--- src/hw/rtl/ucfp_pkg.sv ---
// Shared types and constants of the command frame parser.
// No dependencies; every other file of the block imports this package.
package ucfp_pkg;

   localparam int unsigned BYTE_W    = 8;
   localparam int unsigned LEN_W     = 12;
   localparam int unsigned SUM_W     = 16;
   localparam int unsigned PHASE_W   = 4;
   localparam int unsigned ERR_W     = 2;
   localparam int unsigned CSR_IDX_W = 3;
   localparam int unsigned CSR_DAT_W = 12;

   localparam int unsigned LEN_LIMIT_DEFAULT = 2048;

   localparam logic [BYTE_W-1:0] HEAD_BYTE_RESET   = 8'h7E;
   localparam logic [BYTE_W-1:0] TAIL_BYTE_RESET   = 8'h0D;
   localparam logic [BYTE_W-1:0] EXEMPT_LOW_RESET  = 8'hFF;
   localparam logic [BYTE_W-1:0] EXEMPT_HIGH_RESET = 8'h00;

   // frame phases
   localparam logic [PHASE_W-1:0] PH_HUNT = 4'd0;
   localparam logic [PHASE_W-1:0] PH_VER  = 4'd1;
   localparam logic [PHASE_W-1:0] PH_SID  = 4'd2;
   localparam logic [PHASE_W-1:0] PH_DEST = 4'd3;
   localparam logic [PHASE_W-1:0] PH_CMD  = 4'd4;
   localparam logic [PHASE_W-1:0] PH_LENH = 4'd5;
   localparam logic [PHASE_W-1:0] PH_LENL = 4'd6;
   localparam logic [PHASE_W-1:0] PH_DATA = 4'd7;
   localparam logic [PHASE_W-1:0] PH_SUMH = 4'd8;
   localparam logic [PHASE_W-1:0] PH_SUML = 4'd9;
   localparam logic [PHASE_W-1:0] PH_TAIL = 4'd10;

   // verdict codes
   localparam logic [ERR_W-1:0] ERR_OK       = 2'd0;
   localparam logic [ERR_W-1:0] ERR_LENGTH   = 2'd1;
   localparam logic [ERR_W-1:0] ERR_TAIL     = 2'd2;
   localparam logic [ERR_W-1:0] ERR_CHECKSUM = 2'd3;

   // register indexes
   localparam logic [CSR_IDX_W-1:0] CSR_HEAD_BYTE   = 3'd0;
   localparam logic [CSR_IDX_W-1:0] CSR_TAIL_BYTE   = 3'd1;
   localparam logic [CSR_IDX_W-1:0] CSR_MAX_PAYLOAD = 3'd2;
   localparam logic [CSR_IDX_W-1:0] CSR_EXEMPT_LOW  = 3'd3;
   localparam logic [CSR_IDX_W-1:0] CSR_EXEMPT_HIGH = 3'd4;

   typedef struct packed {
      logic [BYTE_W-1:0] head_byte;
      logic [BYTE_W-1:0] tail_byte;
      logic [LEN_W-1:0]  max_payload;
      logic [BYTE_W-1:0] exempt_cmd_low;
      logic [BYTE_W-1:0] exempt_cmd_high;
   } cfg_type;

   typedef struct packed {
      logic [BYTE_W-1:0] dest_addr;
      logic [BYTE_W-1:0] command;
      logic [BYTE_W-1:0] payload_byte;
      logic              is_payload;
      logic              frame_end;
      logic [ERR_W-1:0]  error_code;
   } rsp_type;

endpackage

--- src/hw/rtl/ucfp_req_if.sv ---
// Byte input channel of the command frame parser.
// Depends on ucfp_pkg for the byte width.
interface ucfp_req_if;
   import ucfp_pkg::*;

   logic              valid;
   logic              ready;
   logic [BYTE_W-1:0] rx_byte;

   modport source (output valid, output rx_byte, input ready);
   modport sink (input valid, input rx_byte, output ready);
endinterface

--- src/hw/rtl/ucfp_rsp_if.sv ---
// Result channel of the command frame parser.
// Depends on ucfp_pkg for the field widths.
interface ucfp_rsp_if;
   import ucfp_pkg::*;

   logic              valid;
   logic              ready;
   logic [BYTE_W-1:0] dest_addr;
   logic [BYTE_W-1:0] command;
   logic [BYTE_W-1:0] payload_byte;
   logic              is_payload;
   logic              frame_end;
   logic [ERR_W-1:0]  error_code;

   modport source (output valid, output dest_addr, output command, output payload_byte,
                   output is_payload, output frame_end, output error_code, input ready);
   modport sink (input valid, input dest_addr, input command, input payload_byte,
                 input is_payload, input frame_end, input error_code, output ready);
endinterface

--- src/hw/rtl/ucfp_csr_if.sv ---
// Register write channel of the command frame parser.
// Depends on ucfp_pkg for index and data widths.
interface ucfp_csr_if;
   import ucfp_pkg::*;

   logic                 valid;
   logic                 ready;
   logic [CSR_IDX_W-1:0] reg_index;
   logic [CSR_DAT_W-1:0] wr_data;

   modport source (output valid, output reg_index, output wr_data, input ready);
   modport sink (input valid, input reg_index, input wr_data, output ready);
endinterface

--- src/hw/rtl/ucfp_csr_regs.sv ---
// Configuration registers of the command frame parser.
// Depends on ucfp_pkg for register indexes, reset values and cfg_type.
module ucfp_csr_regs #(
   parameter int unsigned LEN_LIMIT = ucfp_pkg::LEN_LIMIT_DEFAULT
) (
   input  logic                            clock,
   input  logic                            reset,
   input  logic                            wr_en,
   input  logic [ucfp_pkg::CSR_IDX_W-1:0]  wr_index,
   input  logic [ucfp_pkg::CSR_DAT_W-1:0]  wr_data,
   output ucfp_pkg::cfg_type               cfg
);
   import ucfp_pkg::*;

   cfg_type cfg_ff;
   cfg_type cfg_in;

   always_comb begin
      cfg_in = cfg_ff;
      if (wr_en) begin
         case (wr_index)
            CSR_HEAD_BYTE:   cfg_in.head_byte       = wr_data[BYTE_W-1:0];
            CSR_TAIL_BYTE:   cfg_in.tail_byte       = wr_data[BYTE_W-1:0];
            CSR_MAX_PAYLOAD: cfg_in.max_payload     = wr_data[LEN_W-1:0];
            CSR_EXEMPT_LOW:  cfg_in.exempt_cmd_low  = wr_data[BYTE_W-1:0];
            CSR_EXEMPT_HIGH: cfg_in.exempt_cmd_high = wr_data[BYTE_W-1:0];
            default: begin
               cfg_in = cfg_ff;
            end
         endcase
      end
   end

   always_ff @(posedge clock) begin
      if (reset) begin
         cfg_ff.head_byte       <= HEAD_BYTE_RESET;
         cfg_ff.tail_byte       <= TAIL_BYTE_RESET;
         cfg_ff.max_payload     <= LEN_W'(LEN_LIMIT);
         cfg_ff.exempt_cmd_low  <= EXEMPT_LOW_RESET;
         cfg_ff.exempt_cmd_high <= EXEMPT_HIGH_RESET;
      end else begin
         cfg_ff <= cfg_in;
      end
   end

   assign cfg = cfg_ff;

endmodule

--- src/hw/rtl/ucfp_frame_fsm.sv ---
// Frame state machine: takes one byte per step, keeps the frame state and
// forms the result for that byte. Depends on ucfp_pkg.
module ucfp_frame_fsm #(
   parameter int unsigned LEN_LIMIT = ucfp_pkg::LEN_LIMIT_DEFAULT
) (
   input  logic                         clock,
   input  logic                         reset,
   input  logic                         step,
   input  logic [ucfp_pkg::BYTE_W-1:0]  step_byte,
   input  ucfp_pkg::cfg_type            cfg,
   output logic                         res_hit,
   output ucfp_pkg::rsp_type            res
);
   import ucfp_pkg::*;

   localparam logic [LEN_W-1:0] LIMIT_CAP = LEN_W'(LEN_LIMIT);

   logic [PHASE_W-1:0] phase_ff, phase_in;
   logic [BYTE_W-1:0]  dest_ff, dest_in;
   logic [BYTE_W-1:0]  cmd_ff, cmd_in;
   logic [LEN_W-1:0]   len_ff, len_in;
   logic [LEN_W-1:0]   count_ff, count_in;
   logic [SUM_W-1:0]   sum_ff, sum_in;
   logic [SUM_W-1:0]   rx_sum_ff, rx_sum_in;

   logic [SUM_W-1:0]   sum_add;
   logic [SUM_W-1:0]   frame_len;
   logic [LEN_W-1:0]   limit;
   logic [LEN_W-1:0]   count_inc;
   logic               exempt;

   assign sum_add   = sum_ff + SUM_W'(step_byte);
   assign frame_len = {len_ff[BYTE_W-1:0], step_byte};
   assign limit     = (cfg.max_payload > LIMIT_CAP) ? LIMIT_CAP : cfg.max_payload;
   assign count_inc = count_ff + LEN_W'(1);
   assign exempt    = (cmd_ff >= cfg.exempt_cmd_low) && (cmd_ff <= cfg.exempt_cmd_high);

   always_comb begin
      phase_in  = phase_ff;
      dest_in   = dest_ff;
      cmd_in    = cmd_ff;
      len_in    = len_ff;
      count_in  = count_ff;
      sum_in    = sum_ff;
      rx_sum_in = rx_sum_ff;
      res_hit   = 1'b0;
      res.dest_addr    = dest_ff;
      res.command      = cmd_ff;
      res.payload_byte = '0;
      res.is_payload   = 1'b0;
      res.frame_end    = 1'b0;
      res.error_code   = ERR_OK;

      case (phase_ff)
         PH_VER, PH_SID: begin
            sum_in   = sum_add;
            phase_in = phase_ff + PHASE_W'(1);
         end
         PH_DEST: begin
            sum_in   = sum_add;
            dest_in  = step_byte;
            phase_in = PH_CMD;
         end
         PH_CMD: begin
            sum_in   = sum_add;
            cmd_in   = step_byte;
            phase_in = PH_LENH;
         end
         PH_LENH: begin
            sum_in   = sum_add;
            len_in   = LEN_W'(step_byte);
            phase_in = PH_LENL;
         end
         PH_LENL: begin
            sum_in = sum_add;
            if (frame_len > SUM_W'(limit)) begin
               len_in         = '0;
               phase_in       = PH_HUNT;
               res_hit        = 1'b1;
               res.frame_end  = 1'b1;
               res.error_code = ERR_LENGTH;
            end else begin
               len_in   = frame_len[LEN_W-1:0];
               count_in = '0;
               phase_in = (frame_len == '0) ? PH_SUMH : PH_DATA;
            end
         end
         PH_DATA: begin
            sum_in   = sum_add;
            count_in = count_inc;
            if (count_inc >= len_ff) begin
               phase_in = PH_SUMH;
            end
            res_hit          = 1'b1;
            res.payload_byte = step_byte;
            res.is_payload   = 1'b1;
         end
         PH_SUMH: begin
            rx_sum_in = {step_byte, {BYTE_W{1'b0}}};
            phase_in  = PH_SUML;
         end
         PH_SUML: begin
            rx_sum_in = {rx_sum_ff[SUM_W-1:BYTE_W], step_byte};
            phase_in  = PH_TAIL;
         end
         PH_TAIL: begin
            phase_in      = PH_HUNT;
            res_hit       = 1'b1;
            res.frame_end = 1'b1;
            if (step_byte != cfg.tail_byte) begin
               res.error_code = ERR_TAIL;
            end else if (rx_sum_ff != sum_ff && !exempt) begin
               res.error_code = ERR_CHECKSUM;
            end else begin
               res.error_code = ERR_OK;
            end
         end
         default: begin
            // hunting, and any unused phase code
            if (step_byte == cfg.head_byte) begin
               sum_in    = SUM_W'(step_byte);
               count_in  = '0;
               len_in    = '0;
               rx_sum_in = '0;
               phase_in  = PH_VER;
            end else begin
               phase_in = PH_HUNT;
            end
         end
      endcase
   end

   always_ff @(posedge clock) begin
      if (reset) begin
         phase_ff  <= PH_HUNT;
         dest_ff   <= '0;
         cmd_ff    <= '0;
         len_ff    <= '0;
         count_ff  <= '0;
         sum_ff    <= '0;
         rx_sum_ff <= '0;
      end else if (step) begin
         phase_ff  <= phase_in;
         dest_ff   <= dest_in;
         cmd_ff    <= cmd_in;
         len_ff    <= len_in;
         count_ff  <= count_in;
         sum_ff    <= sum_in;
         rx_sum_ff <= rx_sum_in;
      end
   end

`ifndef SYNTHESIS
   a_verdict_returns_to_hunt: assert property (@(posedge clock) disable iff (reset)
      step && res_hit && res.frame_end |=> phase_ff == PH_HUNT)
      else $error("phase did not return to hunting after a verdict");

   a_payload_only_in_data: assert property (@(posedge clock) disable iff (reset)
      res_hit && res.is_payload |-> phase_ff == PH_DATA && !res.frame_end)
      else $error("payload result outside the data phase");

   a_data_has_length: assert property (@(posedge clock) disable iff (reset)
      phase_ff == PH_DATA |-> len_ff != '0 && count_ff < len_ff)
      else $error("data phase with exhausted payload length");
`endif

endmodule

--- src/hw/rtl/uart_command_frame_parser_unit.sv ---
// Serial command frame parser: takes one received byte per cycle and gives
// one result per payload byte and one verdict per frame. An accepted byte is
// held in an input register, runs through the frame state machine and, if it
// makes a result, lands in the output register, which offers it until it is
// taken. Throughput is one byte per cycle; the input side stalls only while the
// output register holds an untaken result and the waiting byte would make
// another. Register writes are always accepted and take effect once the
// configuration registers have loaded them.
module uart_command_frame_parser_unit #(
   parameter int unsigned LEN_LIMIT = ucfp_pkg::LEN_LIMIT_DEFAULT
) (
   input  logic              clock,
   input  logic              reset,
   ucfp_req_if.sink          req_chan,
   ucfp_rsp_if.source        rsp_chan,
   ucfp_csr_if.sink          csr_chan
);
   import ucfp_pkg::*;

   logic              in_valid_ff;
   logic [BYTE_W-1:0] in_byte_ff;
   logic              out_valid_ff;
   rsp_type           out_ff;

   cfg_type           cfg;
   logic              res_hit;
   rsp_type           res;
   logic              out_free;
   logic              step;

   assign out_free = !out_valid_ff || rsp_chan.ready;
   assign step     = in_valid_ff && (!res_hit || out_free);

   assign req_chan.ready = !in_valid_ff || step;
   assign csr_chan.ready = 1'b1;

   ucfp_csr_regs #(
      .LEN_LIMIT (LEN_LIMIT)
   ) u_csr_regs (
      .clock    (clock),
      .reset    (reset),
      .wr_en    (csr_chan.valid),
      .wr_index (csr_chan.reg_index),
      .wr_data  (csr_chan.wr_data),
      .cfg      (cfg)
   );

   ucfp_frame_fsm #(
      .LEN_LIMIT (LEN_LIMIT)
   ) u_frame_fsm (
      .clock     (clock),
      .reset     (reset),
      .step      (step),
      .step_byte (in_byte_ff),
      .cfg       (cfg),
      .res_hit   (res_hit),
      .res       (res)
   );

   always_ff @(posedge clock) begin
      if (reset) begin
         in_valid_ff <= 1'b0;
      end else if (req_chan.ready) begin
         in_valid_ff <= req_chan.valid;
      end
   end

   always_ff @(posedge clock) begin
      if (req_chan.ready && req_chan.valid) begin
         in_byte_ff <= req_chan.rx_byte;
      end
   end

   always_ff @(posedge clock) begin
      if (reset) begin
         out_valid_ff <= 1'b0;
      end else if (step && res_hit) begin
         out_valid_ff <= 1'b1;
      end else if (rsp_chan.ready) begin
         out_valid_ff <= 1'b0;
      end
   end

   always_ff @(posedge clock) begin
      if (step && res_hit) begin
         out_ff <= res;
      end
   end

   assign rsp_chan.valid        = out_valid_ff;
   assign rsp_chan.dest_addr    = out_ff.dest_addr;
   assign rsp_chan.command      = out_ff.command;
   assign rsp_chan.payload_byte = out_ff.payload_byte;
   assign rsp_chan.is_payload   = out_ff.is_payload;
   assign rsp_chan.frame_end    = out_ff.frame_end;
   assign rsp_chan.error_code   = out_ff.error_code;

`ifndef SYNTHESIS
   a_stalled_byte_kept: assert property (@(posedge clock) disable iff (reset)
      in_valid_ff && !step |=> in_valid_ff && $stable(in_byte_ff))
      else $error("waiting byte lost from the input register");

   a_result_registered: assert property (@(posedge clock) disable iff (reset)
      step && res_hit |=> out_valid_ff)
      else $error("result not loaded into the output register");

   a_no_overwrite: assert property (@(posedge clock) disable iff (reset)
      out_valid_ff && !rsp_chan.ready |-> !(step && res_hit))
      else $error("untaken result overwritten");
`endif

endmodule

--- src/flat_wrapper.sv ---
// flat-port wrapper written by rule: the top's interface ports become plain ports
module uart_command_frame_parser_unit_flat import ucfp_pkg::*;
#(
   parameter int unsigned LEN_LIMIT = ucfp_pkg::LEN_LIMIT_DEFAULT
)
  (clock, reset, req_chan_valid, req_chan_rx_byte, req_chan_ready, rsp_chan_valid, rsp_chan_dest_addr, rsp_chan_command, rsp_chan_payload_byte, rsp_chan_is_payload, rsp_chan_frame_end, rsp_chan_error_code, rsp_chan_ready, csr_chan_valid, csr_chan_reg_index, csr_chan_wr_data, csr_chan_ready);
  ucfp_req_if req_chan_i ();
  ucfp_rsp_if rsp_chan_i ();
  ucfp_csr_if csr_chan_i ();
  input  logic clock;
  input  logic reset;
  input wire logic [$bits(req_chan_i.valid)-1:0] req_chan_valid;
  input wire logic [$bits(req_chan_i.rx_byte)-1:0] req_chan_rx_byte;
  output wire logic [$bits(req_chan_i.ready)-1:0] req_chan_ready;
  output wire logic [$bits(rsp_chan_i.valid)-1:0] rsp_chan_valid;
  output wire logic [$bits(rsp_chan_i.dest_addr)-1:0] rsp_chan_dest_addr;
  output wire logic [$bits(rsp_chan_i.command)-1:0] rsp_chan_command;
  output wire logic [$bits(rsp_chan_i.payload_byte)-1:0] rsp_chan_payload_byte;
  output wire logic [$bits(rsp_chan_i.is_payload)-1:0] rsp_chan_is_payload;
  output wire logic [$bits(rsp_chan_i.frame_end)-1:0] rsp_chan_frame_end;
  output wire logic [$bits(rsp_chan_i.error_code)-1:0] rsp_chan_error_code;
  input wire logic [$bits(rsp_chan_i.ready)-1:0] rsp_chan_ready;
  input wire logic [$bits(csr_chan_i.valid)-1:0] csr_chan_valid;
  input wire logic [$bits(csr_chan_i.reg_index)-1:0] csr_chan_reg_index;
  input wire logic [$bits(csr_chan_i.wr_data)-1:0] csr_chan_wr_data;
  output wire logic [$bits(csr_chan_i.ready)-1:0] csr_chan_ready;
  assign req_chan_i.valid = req_chan_valid;
  assign req_chan_i.rx_byte = req_chan_rx_byte;
  assign req_chan_ready = req_chan_i.ready;
  assign rsp_chan_valid = rsp_chan_i.valid;
  assign rsp_chan_dest_addr = rsp_chan_i.dest_addr;
  assign rsp_chan_command = rsp_chan_i.command;
  assign rsp_chan_payload_byte = rsp_chan_i.payload_byte;
  assign rsp_chan_is_payload = rsp_chan_i.is_payload;
  assign rsp_chan_frame_end = rsp_chan_i.frame_end;
  assign rsp_chan_error_code = rsp_chan_i.error_code;
  assign rsp_chan_i.ready = rsp_chan_ready;
  assign csr_chan_i.valid = csr_chan_valid;
  assign csr_chan_i.reg_index = csr_chan_reg_index;
  assign csr_chan_i.wr_data = csr_chan_wr_data;
  assign csr_chan_ready = csr_chan_i.ready;
  uart_command_frame_parser_unit #(.LEN_LIMIT(LEN_LIMIT)) u_core (.clock(clock), .reset(reset), .req_chan(req_chan_i), .rsp_chan(rsp_chan_i), .csr_chan(csr_chan_i));
endmodule
--- config.mk ---
export PLATFORM = sky130hd
export DESIGN_NAME = uart_command_frame_parser_unit_flat
export DESIGN_NICKNAME = d
export VERILOG_FILES = /design/src/hw/rtl/ucfp_pkg.sv /design/src/hw/rtl/ucfp_req_if.sv /design/src/hw/rtl/ucfp_rsp_if.sv /design/src/hw/rtl/ucfp_csr_if.sv /design/src/hw/rtl/ucfp_csr_regs.sv /design/src/hw/rtl/ucfp_frame_fsm.sv /design/src/hw/rtl/uart_command_frame_parser_unit.sv /design/src/flat_wrapper.sv
export SDC_FILE = /design/constraint.sdc
export NUM_CORES = 1
export LEC_CHECK = 0
export BUFFER_PORTS_ARGS = -buffer_cell sky130_fd_sc_hd__buf_2
export CAP_MARGIN = 20
export CELL_PAD_IN_SITES_DETAIL_PLACEMENT = 1
export CELL_PAD_IN_SITES_GLOBAL_PLACEMENT = 2
export CORE_UTILIZATION = 41
export DETAILED_ROUTE_END_ITERATION = 10
export GPL_TIMING_DRIVEN = 0
export PLACE_DENSITY = 0.95
export SLEW_MARGIN = 15
export SYNTH_ARGS = -nofsm -noshare
export SYNTH_HDL_FRONTEND = slang
export SYNTH_SLANG_ARGS = --single-unit
--- constraint.sdc ---
create_clock -name clock -period 7.9 [get_ports clock]
set_input_delay 1.58 -clock clock [delete_from_list [all_inputs] [get_ports clock]]
set_output_delay 1.58 -clock clock [all_outputs]
set_load 0.02 [all_outputs]
Word-level counts from Yosys, hierarchy flattened. Index checks and enable logic that the tools add are counted.

Eq/ne operators: 19. $add $sub $neg: 3. Magnitude comparators: 5. Reductions and logical operators: 40. Bitwise gates (word level): 5. Muxes and demuxes: 24.

Operators with widths (number): 12-bit one-hot mux with 3 select lines (2); 12-bit two-way mux (4); 16-bit one-hot mux with 3 select lines (1); 4-bit one-hot mux with 9 select lines (1); 16-bit two-way mux (2); 16-bit one-hot mux with 2 select lines (1); 8-bit OR reduction (3); 16-bit by 8-bit adder with 16-bit output (1); 4-bit by 3-bit == test with 1-bit output (second input constant) (4); 16-bit by 12-bit > comparator with 1-bit output (1); 16-bit logical NOT (1); 16-bit != test (1); 2-bit AND reduction (8); 12-bit by 1-bit adder with 12-bit output (second input constant) (1); 4-bit == test (second input constant) (3); 12-bit >= comparator (1); 12-bit > comparator (second input constant) (1); 4-bit two-way mux (3); 3-bit AND reduction (3); 3-bit nonzero test (3); 4-bit by 2-bit == test with 1-bit output (second input constant) (2); 8-bit == test (1); 8-bit >= comparator (1); 8-bit less-or-equal comparator (1); other kinds (22) (46).

Register bits: 158. Output and inout port bits: 31. Input port bits: 28. Word-level logic and storage cells: 118.

Depth between registers and ports, before layout. Gate-level depths: netlist of run 1.

Depth after elaboration: 10. Gate-level depth with buffers: 13.

Modules after synthesis. Synthesis of run 1 repeated with hierarchy kept, for this count alone.

Cells, all modules: 902. Area, all modules: 8418.1 um^2.

By module, submodules not included: ucfp_frame_fsm (cells an instance 681, area an instance 5440.2 um^2, times used 1); ucfp_csr_regs (cells an instance 171, area an instance 1781.7 um^2, times used 1); uart_command_frame_parser_unit (cells an instance 50, area an instance 1196.1 um^2, times used 1).

Least setup slack after synthesis of run 1. No wires, ideal clock.

Kind: flip-flop to flip-flop. From: reg u_core.u_csr_regs.cfg_ff, in the netlist u_core.u_csr_regs.cfg[27]. To: reg u_core.out_ff, in the netlist u_core.rsp_chan.command[0] (enable). Cell stages (with the launch flop): 12. Data required time: 7478 ps. Setup time: 422 ps. Path buffers: 2. Slack: 3562 ps. Data arrival time: 3916 ps. Cells stage by stage: dfxtp_1 inv_1 clkbuf_1 nand2_1 ha_1 a211o_1 a21o_1 or4b_4 o21a_1 buf_6 o21a_1 a21oi_1.

Longest elaborated chain between the ends: 9.

RTL lines: start: declaration (RTL line ucfp_csr_regs.sv:15) `cfg_type cfg_ff;`; start signal: assignment (RTL line ucfp_csr_regs.sv:42) `cfg_ff <= cfg_in;`; 12-bit > comparator (RTL line ucfp_frame_fsm.sv:34) `assign limit = (cfg.max_payload > LIMIT_CAP) ? LIMIT_CAP : cfg.max_payload;`; 12-bit two-way mux (*) (RTL line ucfp_frame_fsm.sv:34); 16-bit by 12-bit > comparator with 1-bit output (*) (RTL line ucfp_frame_fsm.sv:76) `if (frame_len > SUM_W'(limit)) begin`; 1-bit two-way mux (*) (RTL line ucfp_frame_fsm.sv:76); 1-bit one-hot mux with 2 select lines (*) (RTL line ucfp_frame_fsm.sv:54) `case (phase_ff)`; 1-bit logical NOT (RTL line uart_command_frame_parser_unit.sv:32) `assign step = in_valid_ff && (!res_hit || out_free);`; 1-bit logical OR (RTL line uart_command_frame_parser_unit.sv:32); 1-bit logical AND (RTL line uart_command_frame_parser_unit.sv:32); 1-bit logical AND (*) (RTL line uart_command_frame_parser_unit.sv:85) `if (step && res_hit) begin`; end signal: assignment (RTL line uart_command_frame_parser_unit.sv:86) `out_ff <= res;`; end: declaration (RTL line uart_command_frame_parser_unit.sv:23) `rsp_type out_ff;`.

Mark *: on every way between the ends. The rest lies on a longest branch, timed or not. A chain may end at the register's enable or synchronous reset.

Worst setup path after layout of run 1.
From: reg u_core.u_csr_regs.cfg_ff, in the netlist u_core.u_csr_regs.cfg[27]. To: out req_chan_ready.

Longest elaborated chain between the ends: 9.

RTL lines: 12-bit > comparator (RTL line ucfp_frame_fsm.sv:34); 12-bit two-way mux (*) (RTL line ucfp_frame_fsm.sv:34); 16-bit by 12-bit > comparator with 1-bit output (*) (RTL line ucfp_frame_fsm.sv:76); 1-bit two-way mux (*) (RTL line ucfp_frame_fsm.sv:76); 1-bit one-hot mux with 2 select lines (*) (RTL line ucfp_frame_fsm.sv:54); 1-bit logical NOT (*) (RTL line uart_command_frame_parser_unit.sv:32); 1-bit logical OR (*) (RTL line uart_command_frame_parser_unit.sv:32); 1-bit logical AND (*) (RTL line uart_command_frame_parser_unit.sv:32); 1-bit logical OR (*) (RTL line uart_command_frame_parser_unit.sv:34) `assign req_chan.ready = !in_valid_ff || step;`; end: declaration (RTL line flat_wrapper.sv:14) `output wire logic [$bits(req_chan_i.ready)-1:0] req_chan_ready;`.

Marked as above.

==> impl_metrics.tcl, run 1 <==
set metrics [dict create \
    dr.pass1.iters 5 \
    cts_sinks 158 \
    postPlaceCellArea_mm2 0.00902 \
    crit_type "reg -> out" \
    rsz0062_at_grt "false" \
    fin_crit_ps 5270 \
    place_hpwl_um 18600 \
    fin_area_mm2 0.00962 \
    crit_arrival_ps 3690 \
    cap_violations 0 \
    synth_edf_count 36 \
    vias_per_cell 5.60 \
    ys_types 65 \
    cts-htree-levels 4 \
    hold_class "reg -> reg" \
    fin_nets 1101 \
    yosys_warnings 0 \
    clockBufferDepth 2 \
    synth-seq-cells 158 \
    synth_top_area_share 0.292 \
    nFillCells 2300 \
    cts-root-buf "clkbuf_16" \
    post_cts_buffers 0 \
    track_usage 0.258 \
    wl_per_cell_um 19.5 \
    tritoncts "yes" \
    dp_cells 1265 \
    dieArea_mm2 0.0210 \
    grt_max_degree 27 \
    core_area_mm2 0.0197 \
    synth_area_per_cell_um2 8.88 \
    yosys.area.top_type "dfxtp_1" \
    cp_cell_sequence "inv_1 -> clkbuf_1 -> nand2_1 -> ha_1 -> a211o_1 -> a21o_1 -> or4b_4 -> o211ai_1 -> a21bo_2 -> or2_2 -> buf_2" \
    detail-route-antenna-nets 0 \
    antenna_found_initial 0 \
    portBuffers 56 \
    hold_buffers 0 \
    layout.cells.non_filler 1297 \
    syn_area_mm2 0.00837 \
    skew_ps 8.16 \
    synth-async-reset-ratio 0 \
    syn_nets 1024 \
    fin_util 0.488 \
    cts_inserted_buffers 17 \
    synth.most_common_cell "dfxtp_1" \
    area.growth.synth_to_final_pct 15.0 \
    grt_overflow 0 \
    finalHoldViolCount 0 \
    route.detailed.drc 0 \
    worstPathRequired_ps 6320 \
    fmax_ghz 0.190 \
    grt_pass1_vias 7516 \
    crit_path_max_incr_delay_ps 530 \
    fin_setup_tns_ps 0 \
    drive_above_1_share 0.110 \
    end_kind "output pin" \
    vias 7268 \
    worst_setup_path_start_kind "flop" \
    clock_latency_ps 440 \
    num_rows 51 \
    crit_buf_inv 3 \
    syn_inst 942 \
    ys_top_cells_by_count "dfxtp_1, nand2_1, a21oi_1, nor2_1, ha_1" \
    clk_pin_slew_ps 70 \
    slew_violations 0 \
    yosysSeqAreaShare 0.421 \
    wl_um 25300 \
    io_pins 59 \
    worstPathMaxFanout 10 \
    drt_iter0_drc 383 \
    start_util 0.424 \
    synth_flop_cell "dfxtp_1" \
    grt_pass1_wl_um 40500 \
    slew_headroom 0.406 \
    period_share 0.667 \
    dieHeight_um 145 \
    leakage_uw 0.00383 \
    setup_ws_ps 2630 \
    ir_drop_mv 0.136 \
    cts_resized 0 \
    die_w_um 145 \
    pre_cts_slack_ps 3090 \
    synth.top_cells.by_area "dfxtp_1, edfxtp_1, ha_1, nand2_1, xnor2_1" \
    cpMaxStageDelayCell "o211ai_1" \
    gp_congestion 0.880 \
    diodes 0 \
    setup_viol 0 \
    tightestPinTransition_ps 890 \
    cellPowerDensity_mw_per_mm2 203 \
    outcome "complete, no violations" \
    crit_family "compound AO/OA/AOI/OAI gates" \
]
where the power goes:
| part | switching, µW | internal (µW) | leakage (µW) |
|---|---|---|---|
| clock network | 378 | 476 | 0.000289 |
| registers | 16.3 | 841 | 0.00134 |
| logic | 157 | 83.3 | 0.00219 |
| total | 551 | 1400 | 0.00383 |
area by class of cell:
type / count / area, µm² / area share
flip-flops and latches: 158 / 3520 / 0.366
clock inverters: 15 / 174 / 0.0181
inverters: 44 / 165 / 0.0172
plain buffers: 49 / 214 / 0.0222
well taps: 265 / 332 / 0.0345
repair buffers: 58 / 313 / 0.0325
clock buffers: 17 / 425 / 0.0442
multi-input cells: 691 / 4480 / 0.465
registers in the layout, summed over array words and instances (netlist names), 12 cells and up:
name                          cells
u_core.u_csr_regs.cfg            44
u_core.u_frame_fsm.count_ff      12
u_core.u_frame_fsm.len_ff        12
u_core.u_frame_fsm.rx_sum_ff     16
u_core.u_frame_fsm.sum_ff        16
metrics by stage:
step | total power, µW | hold slack [ps]
detailed placement | 1110 | 423
global route | 2010 | 448
floorplan | 1030 | 408
global placement | 1100 | 421
CTS | 1960 | 440
finish | 1950 | 436
metal layers:
metal / GRT usage / wire length, µm / part of all wire
met5: 0 / 0 / 0
met4: 0.115 / 750 / 0.030
met3: 0.0461 / 972 / 0.038
met2: 0.427 / 11800 / 0.46
met1: 0.328 / 11900 / 0.47
worst reg2reg max path, delay by kind of cell, from the launching register on:
family	cells	cell delay (ps)
AO/OA/AOI/OAI	5	1660
XOR/XNOR	1	210
adder cells (fa/ha/maj)	1	280
flip-flops	1	420
AND/OR/NAND/NOR	5	1140
logic make-up after synthesis:
logic type / count (synthesis) / share of synthesized area
mux: 17 / 0.0203
compound gates: 217 / 0.168
buf+inv: 93 / 0.0453
fa+ha+maj: 54 / 0.0817
other cells: 1 / 0.000448
flops: 158 / 0.421
simple gates: 356 / 0.215
xor+xnor: 46 / 0.0482
cell usage in the layout (no fill, tap or decap), drive strengths merged, types with 11 or more instances in the layout:
master / synthesis / final
dfxtp: 122 / 122
nand2: 122 / 122
buf: 12 / 70
a21oi: 67 / 67
nor2: 61 / 61
clkbuf: 37 / 54
ha: 53 / 53
inv: 44 / 52
o21ai: 51 / 51
xnor2: 41 / 41
edfxtp: 36 / 36
nand4: 28 / 28
nand2b: 25 / 25
nand3b: 23 / 23
nor2b: 22 / 22
nor3: 17 / 17
mux2i: 17 / 17
a211oi: 13 / 13
and3: 13 / 13
nand3: 12 / 12
and2: 11 / 11
o31ai: 11 / 11
o32ai: 11 / 11
worst paths after layout:
path / to / cells after the start / slack, ps / from
min: u_core.rsp_chan.dest_addr[5] / 0 / 440 / u_core.u_frame_fsm.dest_ff[5]
min reg2reg: u_core.rsp_chan.dest_addr[5] / 0 / 440 / u_core.u_frame_fsm.dest_ff[5]
max: req_chan_ready / 11 / 2630 / u_core.u_csr_regs.cfg[27]
max reg2reg: u_core.u_frame_fsm.phase_ff[0] / 12 / 4120 / u_core.u_frame_fsm.count_ff[2]
No activity file was read; power rests on OpenSTA's default activity.
==> run 2, diff against run 1 <==
CORE_UTILIZATION = 34   (was 41)
PLACE_DENSITY = 0.85   (was 0.95)
clock period = 4.25 ns   (was 7.9 ns; I/O delays follow)
==> run 2 against run 1 <==
  * First-iteration DRC count is 24% higher
  * Count of clock-buffer cells in the layout stayed put
  * Worst setup slack worse by 2400 ps
  * Critical path depth is 1 lower
  * Critical endpoint unchanged
  * Sequential share of layout area is 0.26 points lower
  * Via count is 0.76% lower
  * Largest cell class unchanged
  * Highest routed layer unchanged
  * Sequential power is 85% higher
  * Flip-flop and latch count stayed put
  * Clock power is 85% higher
  * Utilization is 8.8 points lower
  * Final area is 0.70% higher
  * Combinational power is 85% higher
==> impl_metrics.tcl, run 2 (same netlist as run 1, synthesis figures left out) <==
set metrics [dict create \
    grt_busiest_layer "met2" \
    outcome "complete, no violations" \
    mostFrequentLayoutCell "dfxtp_1" \
    diodes 0 \
    gp_congestion 0.862 \
    nFillCells 2858 \
    fmax_ghz 0.247 \
    clock_latency_ps 440 \
    period_share 0.953 \
    cp_cell_sequence "inv_1 -> nand2_1 -> ha_1 -> a211o_1 -> a21o_1 -> or4b_4 -> o211ai_1 -> a21bo_2 -> or2_2 -> buf_2" \
    dieHeight_um 159 \
    finalHoldViolCount 0 \
    cpMaxStageDelayCell "or4b_4" \
    crit_arrival_ps 3200 \
    core_area_mm2 0.0242 \
    clockBufferDepth 2 \
    tritoncts "yes" \
    clk_pin_slew_ps 80 \
    leakage_uw 0.00382 \
    timing.rr.start "u_core.u_frame_fsm.count_ff[0]" \
    hold_start "u_core.u_frame_fsm.dest_ff[0]" \
    crit_type "reg -> out" \
    tightestPinTransition_ps 918 \
    holdWs_ps 429 \
    hold_buffers 0 \
    use_met2 0.346 \
    dieArea_mm2 0.0252 \
    slew_headroom 0.388 \
    vias_per_cell 5.32 \
    multi_input_area_mm2 0.00448 \
    wl_um 26000 \
    crit_family "compound AO/OA/AOI/OAI gates" \
    io_pins 59 \
    seqCellArea_mm2 0.00352 \
    drive_above_1_share 0.113 \
    crit_path_start "u_core.u_csr_regs.cfg[27]" \
    antenna_found_initial 0 \
    p_int_uw 2560 \
    ir_drop_mv 0.235 \
    grt_overflow 0 \
    hold_class "reg -> reg" \
    use_met3 0.0321 \
    area.growth.synth_to_final_pct 15.8 \
    vias 7213 \
    place_hpwl_um 19300 \
    cts-root-buf "clkbuf_16" \
    worstPathRequired_ps 3400 \
    rrSetupSlack_ps 550 \
    final_cell_mix "dfxtp_1, nand2_1, a21oi_1, buf_2, nor2_1" \
    cellPowerDensity_mw_per_mm2 373 \
    cap_violations 0 \
    crit_buf_inv 2 \
    pwr-share-seq 0.441 \
    pwr-share-comb 0.123 \
    grt_pass1_vias 7423 \
    setup_viol 0 \
    use_met1 0.293 \
    crit_path_max_incr_delay_ps 480 \
    fin_util 0.400 \
    portBuffers 56 \
    worstPathMaxFanout 12 \
    rsz0062_at_grt "false" \
    drt_iter0_drc 475 \
    wl_per_cell_um 19.2 \
    grt_max_degree 26 \
    skew_ps 15.0 \
    die_w_um 159 \
    fin_crit_ps 4050 \
    track_usage 0.213 \
    dr.pass1.iters 6 \
    cts_inserted_buffers 17 \
    netSwitchingPower_uw 1060 \
    num_rows 57 \
    grt_pass1_wl_um 41800 \
    end_kind "output pin" \
    worst_setup_path_start_kind "flop" \
    pwr-share-clk 0.436 \
    fin_nets 1100 \
    start_util 0.345 \
    detail-route-antenna-nets 0 \
    route.detailed.drc 0 \
    swShare 0.293 \
    largest_register_ff_count 44 \
    slew_violations 0 \
    cts-htree-levels 4 \
    cts_sinks 158 \
]
[run 2: worst reg2reg max path: cells and delay by family, from the launching register on]
family	cells	cell delay, ps
and+or+nand+nor	3	460
AOI/OAI and AO/OA	6	1870
xor gates and xnor gates	1	250
DFF	1	410
adders and majority gates	2	610
[run 2: worst paths after layout]
kind                                                        to  cells after the start
worst max-delay path                            req_chan_ready                     10
worst min-delay path              u_core.rsp_chan.dest_addr[0]                      0
worst max register to register  u_core.u_frame_fsm.phase_ff[1]                     12
worst min register to register    u_core.rsp_chan.dest_addr[0]                      0
[run 2: area by class of cell]
| cell class | count | share of cell area |
|---|---|---|
| plain buffers | 48 | 0.0218 |
| flip-flops and latches | 158 | 0.364 |
| clock buffers | 17 | 0.0439 |
| clock inverters | 15 | 0.0174 |
| well taps | 324 | 0.0418 |
| repair buffers | 58 | 0.0318 |
| multi-input cells | 691 | 0.463 |
| inverters | 44 | 0.0170 |
[run 2: stage by stage]
step                      setup slack (ps)  setup TNS (ps)  area [µm²]  power [µW]  cells
after floorplan                        537               0        8370        1910    942
after global placement                -292           -8080        9060        2060   1322
after detailed placement               125               0        9090        2070   1323
after CTS                             19.6               0        9690        3640   1356
after global routing                  27.9               0        9690        3740   1355
final                                  200               0        9690        3620   1355
[run 2: power by group through the flow]
stage / Clock [µW] / Combinational (µW) / Sequential [µW]
2_1_floorplan: 0 / 293 / 1620
3_3_place_gp: 0 / 432 / 1630
3_5_place_dp: 0 / 441 / 1630
4_1_cts: 1600 / 443 / 1590
5_1_grt: 1660 / 489 / 1600
6_report: 1580 / 445 / 1590
[run 2: what timing repair did]
| item | in CTS | in global routing |
|---|---|---|
| hold endpoints to repair | 0 | 0 |
| resized for setup | 0 | 2 |
| setup endpoints to repair | 1 | 1 |
| pin swaps | 1 | 0 |
| setup buffers | 1 | 0 |
[run 2: per-layer routing]
metal / up-vias / share of wire
met2: 171 / 0.46
li1: 3495 / -
met1: 3519 / 0.48
met5: - / 0
met3: 28 / 0.043
met4: 0 / 0.015
==> run 3, diff against run 2 <==
REMOVE_ABC_BUFFERS = 1   (was unset)
==> run 3 against run 2 <==
  * Combinational power fell by 9.9%
  * Clock power fell by 3%
  * Flip-flop and latch count did not move
  * Worst setup slack got worse by 58 ps
  * Hold slack improved by 5.0 ps
  * Sequential share of layout area rose by 0.64 points
  * Sequential power barely moved
  * Final area fell by 1.7%
  * Non-clock buffer count fell by 43
  * Clock skew fell by 2.6 ps
  * Critical endpoint unchanged
  * Largest cell class unchanged
  * Highest routed layer unchanged
==> impl_metrics.tcl, run 3 (same netlist as run 1, synthesis figures left out) <==
set metrics [dict create \
    critPathCapture "req_chan_ready" \
    io_pins 59 \
    crit_path_start "u_core.u_frame_fsm.phase_ff[2]" \
    cp_cell_sequence "nor2b_1 -> nand2_2 -> inv_2 -> a21oi_1 -> a21bo_2 -> or2_2 -> buf_2" \
    drive_above_1_share 0.111 \
    num_rows 57 \
    r2r_cells 10 \
    worstPathRequired_ps 3400 \
    r2r_end "u_core.u_frame_fsm.dest_ff[5]" \
    crit_type "reg -> out" \
    pwr-share-comb 0.113 \
    fin_setup_tns_ps 0 \
    pre_cts_slack_ps 289 \
    fin_util 0.393 \
    final_cell_mix "dfxtp_1, nand2_1, a21oi_1, nor2_1, buf_2" \
    skew_ps 12.3 \
    pwr-share-seq 0.457 \
    grt_pass1_wl_um 39200 \
    worst_setup_path_start_kind "flop" \
    leakage_uw 0.00374 \
    period_share 0.967 \
    ir_drop_mv 0.204 \
    cts-root-buf "clkbuf_16" \
    vias 7091 \
    place_hpwl_um 17000 \
    area.growth.synth_to_final_pct 13.8 \
    end_kind "output pin" \
    grt_overflow 0 \
    hold_buffers 0 \
    nFillCells 2878 \
    fmax_ghz 0.243 \
    crit_arrival_ps 3260 \
    fin_nets 1057 \
    diodes 0 \
    hold_class "reg -> reg" \
    dr.pass1.iters 4 \
    grt_pass1_vias 7227 \
    wl_um 24700 \
    crit_family "simple AND/OR/NAND/NOR gates" \
    pwr-share-clk 0.430 \
    tightestPinTransition_ps 1070 \
    rsz0062_at_grt "true" \
    vias_per_cell 5.40 \
    track_usage 0.198 \
    fin_crit_ps 4110 \
    setup_ws_ps 142 \
    dieHeight_um 159 \
    setup_viol 0 \
    slew_violations 0 \
    die_w_um 159 \
    start_util 0.345 \
    p_int_uw 2540 \
    crit_path_max_incr_delay_ps 590 \
    rrSetupSlack_ps 430 \
    cts_inserted_buffers 17 \
    outcome "complete, no violations" \
    cts-htree-levels 4 \
    hold_path_depth 0 \
    antenna_found_initial 0 \
    path_depth 7 \
    portBuffers 57 \
    cpMaxStageDelayCell "dfxtp_1" \
    tritoncts "yes" \
    slew_headroom 0.283 \
    gp_congestion 0.830 \
    crit_buf_inv 2 \
    cap_violations 0 \
    dieArea_mm2 0.0252 \
    swShare 0.285 \
    clock_latency_ps 440 \
    detail-route-antenna-nets 0 \
    route.detailed.drc 0 \
    netSwitchingPower_uw 1010 \
    largest_register_ff_count 44 \
    finalHoldViolCount 0 \
    cellPowerDensity_mw_per_mm2 373 \
    drt_iter0_drc 406 \
    mostFrequentLayoutCell "dfxtp_1" \
    holdWs_ps 434 \
    cts_sinks 158 \
    core_area_mm2 0.0242 \
    timing.rr.start "u_core.u_csr_regs.cfg[27]" \
    clk_pin_slew_ps 70 \
    clockBufferDepth 2 \
    worstPathMaxFanout 19 \
    wl_per_cell_um 18.8 \
    grt_max_degree 113 \
]
-- run 3: worst register-to-register path, delay by kind of cell, from the launching register on --
| kind | cells | cell delay, ps |
|---|---|---|
| muxes | 1 | 360 |
| AOI/OAI and AO/OA | 4 | 1260 |
| and+or+nand+nor | 3 | 1220 |
| adders and majority gates | 1 | 260 |
| DFF | 1 | 380 |
| buffers and inverters | 1 | 250 |
-- run 3: worst min path at each step --
stage,start,endpoint,slack [ps]
2_1_floorplan,u_core.u_frame_fsm.cmd_ff[0],u_core.rsp_chan.command[0],410
3_3_place_gp,u_core.u_frame_fsm.dest_ff[7],u_core.rsp_chan.dest_addr[7],420
3_5_place_dp,u_core.u_frame_fsm.dest_ff[6],u_core.rsp_chan.dest_addr[6],420
4_1_cts,u_core.u_frame_fsm.dest_ff[6],u_core.rsp_chan.dest_addr[6],440
5_1_grt,u_core.u_frame_fsm.dest_ff[4],u_core.rsp_chan.dest_addr[4],450
6_report,u_core.u_frame_fsm.dest_ff[6],u_core.rsp_chan.dest_addr[6],430
-- run 3: per-layer routing --
metal	track usage	up-vias	wire [µm]
li1	-	3420	-
met4	0.0726	0	563
met2	0.328	144	11500
met3	0.0243	32	938
met5	0	-	0
met1	0.264	3495	11700
-- run 3: power groups by stage --
stage / clock (µW) / combinational, µW / sequential, µW
2_1_floorplan: 0 / 255 / 1630
3_3_place_gp: 0 / 371 / 1660
3_5_place_dp: 0 / 387 / 1660
4_1_cts: 1560 / 399 / 1620
5_1_grt: 1630 / 441 / 1620
6_report: 1530 / 401 / 1620
-- run 3: through the flow --
stage / power, µW / area, µm² / cells
floorplan: 1880 / 8150 / 893
global placement: 2030 / 8840 / 1274
detailed placement: 2050 / 8920 / 1278
CTS: 3580 / 9510 / 1312
global route: 3690 / 9520 / 1312
finish: 3550 / 9520 / 1312
-- run 3: layout make-up --
| cell class | count | area [µm²] | area share |
|---|---|---|---|
| Sequential cell | 158 | 3520 | 0.370 |
| Timing Repair Buffer | 63 | 367 | 0.0385 |
| Clock inverter | 15 | 150 | 0.0158 |
| Tap cell | 324 | 405 | 0.0426 |
| Clock buffer | 17 | 425 | 0.0447 |
| Multi-Input combinational cell | 691 | 4480 | 0.471 |
| Inverter | 44 | 169 | 0.0177 |
-- run 3: repair_timing --
action | 4_1_cts | 5_1_grt
setup endpoints to repair | 1 | 9
pin swaps | 1 | 0
buffers inserted | 2 | 0
resized for setup | 0 | 2
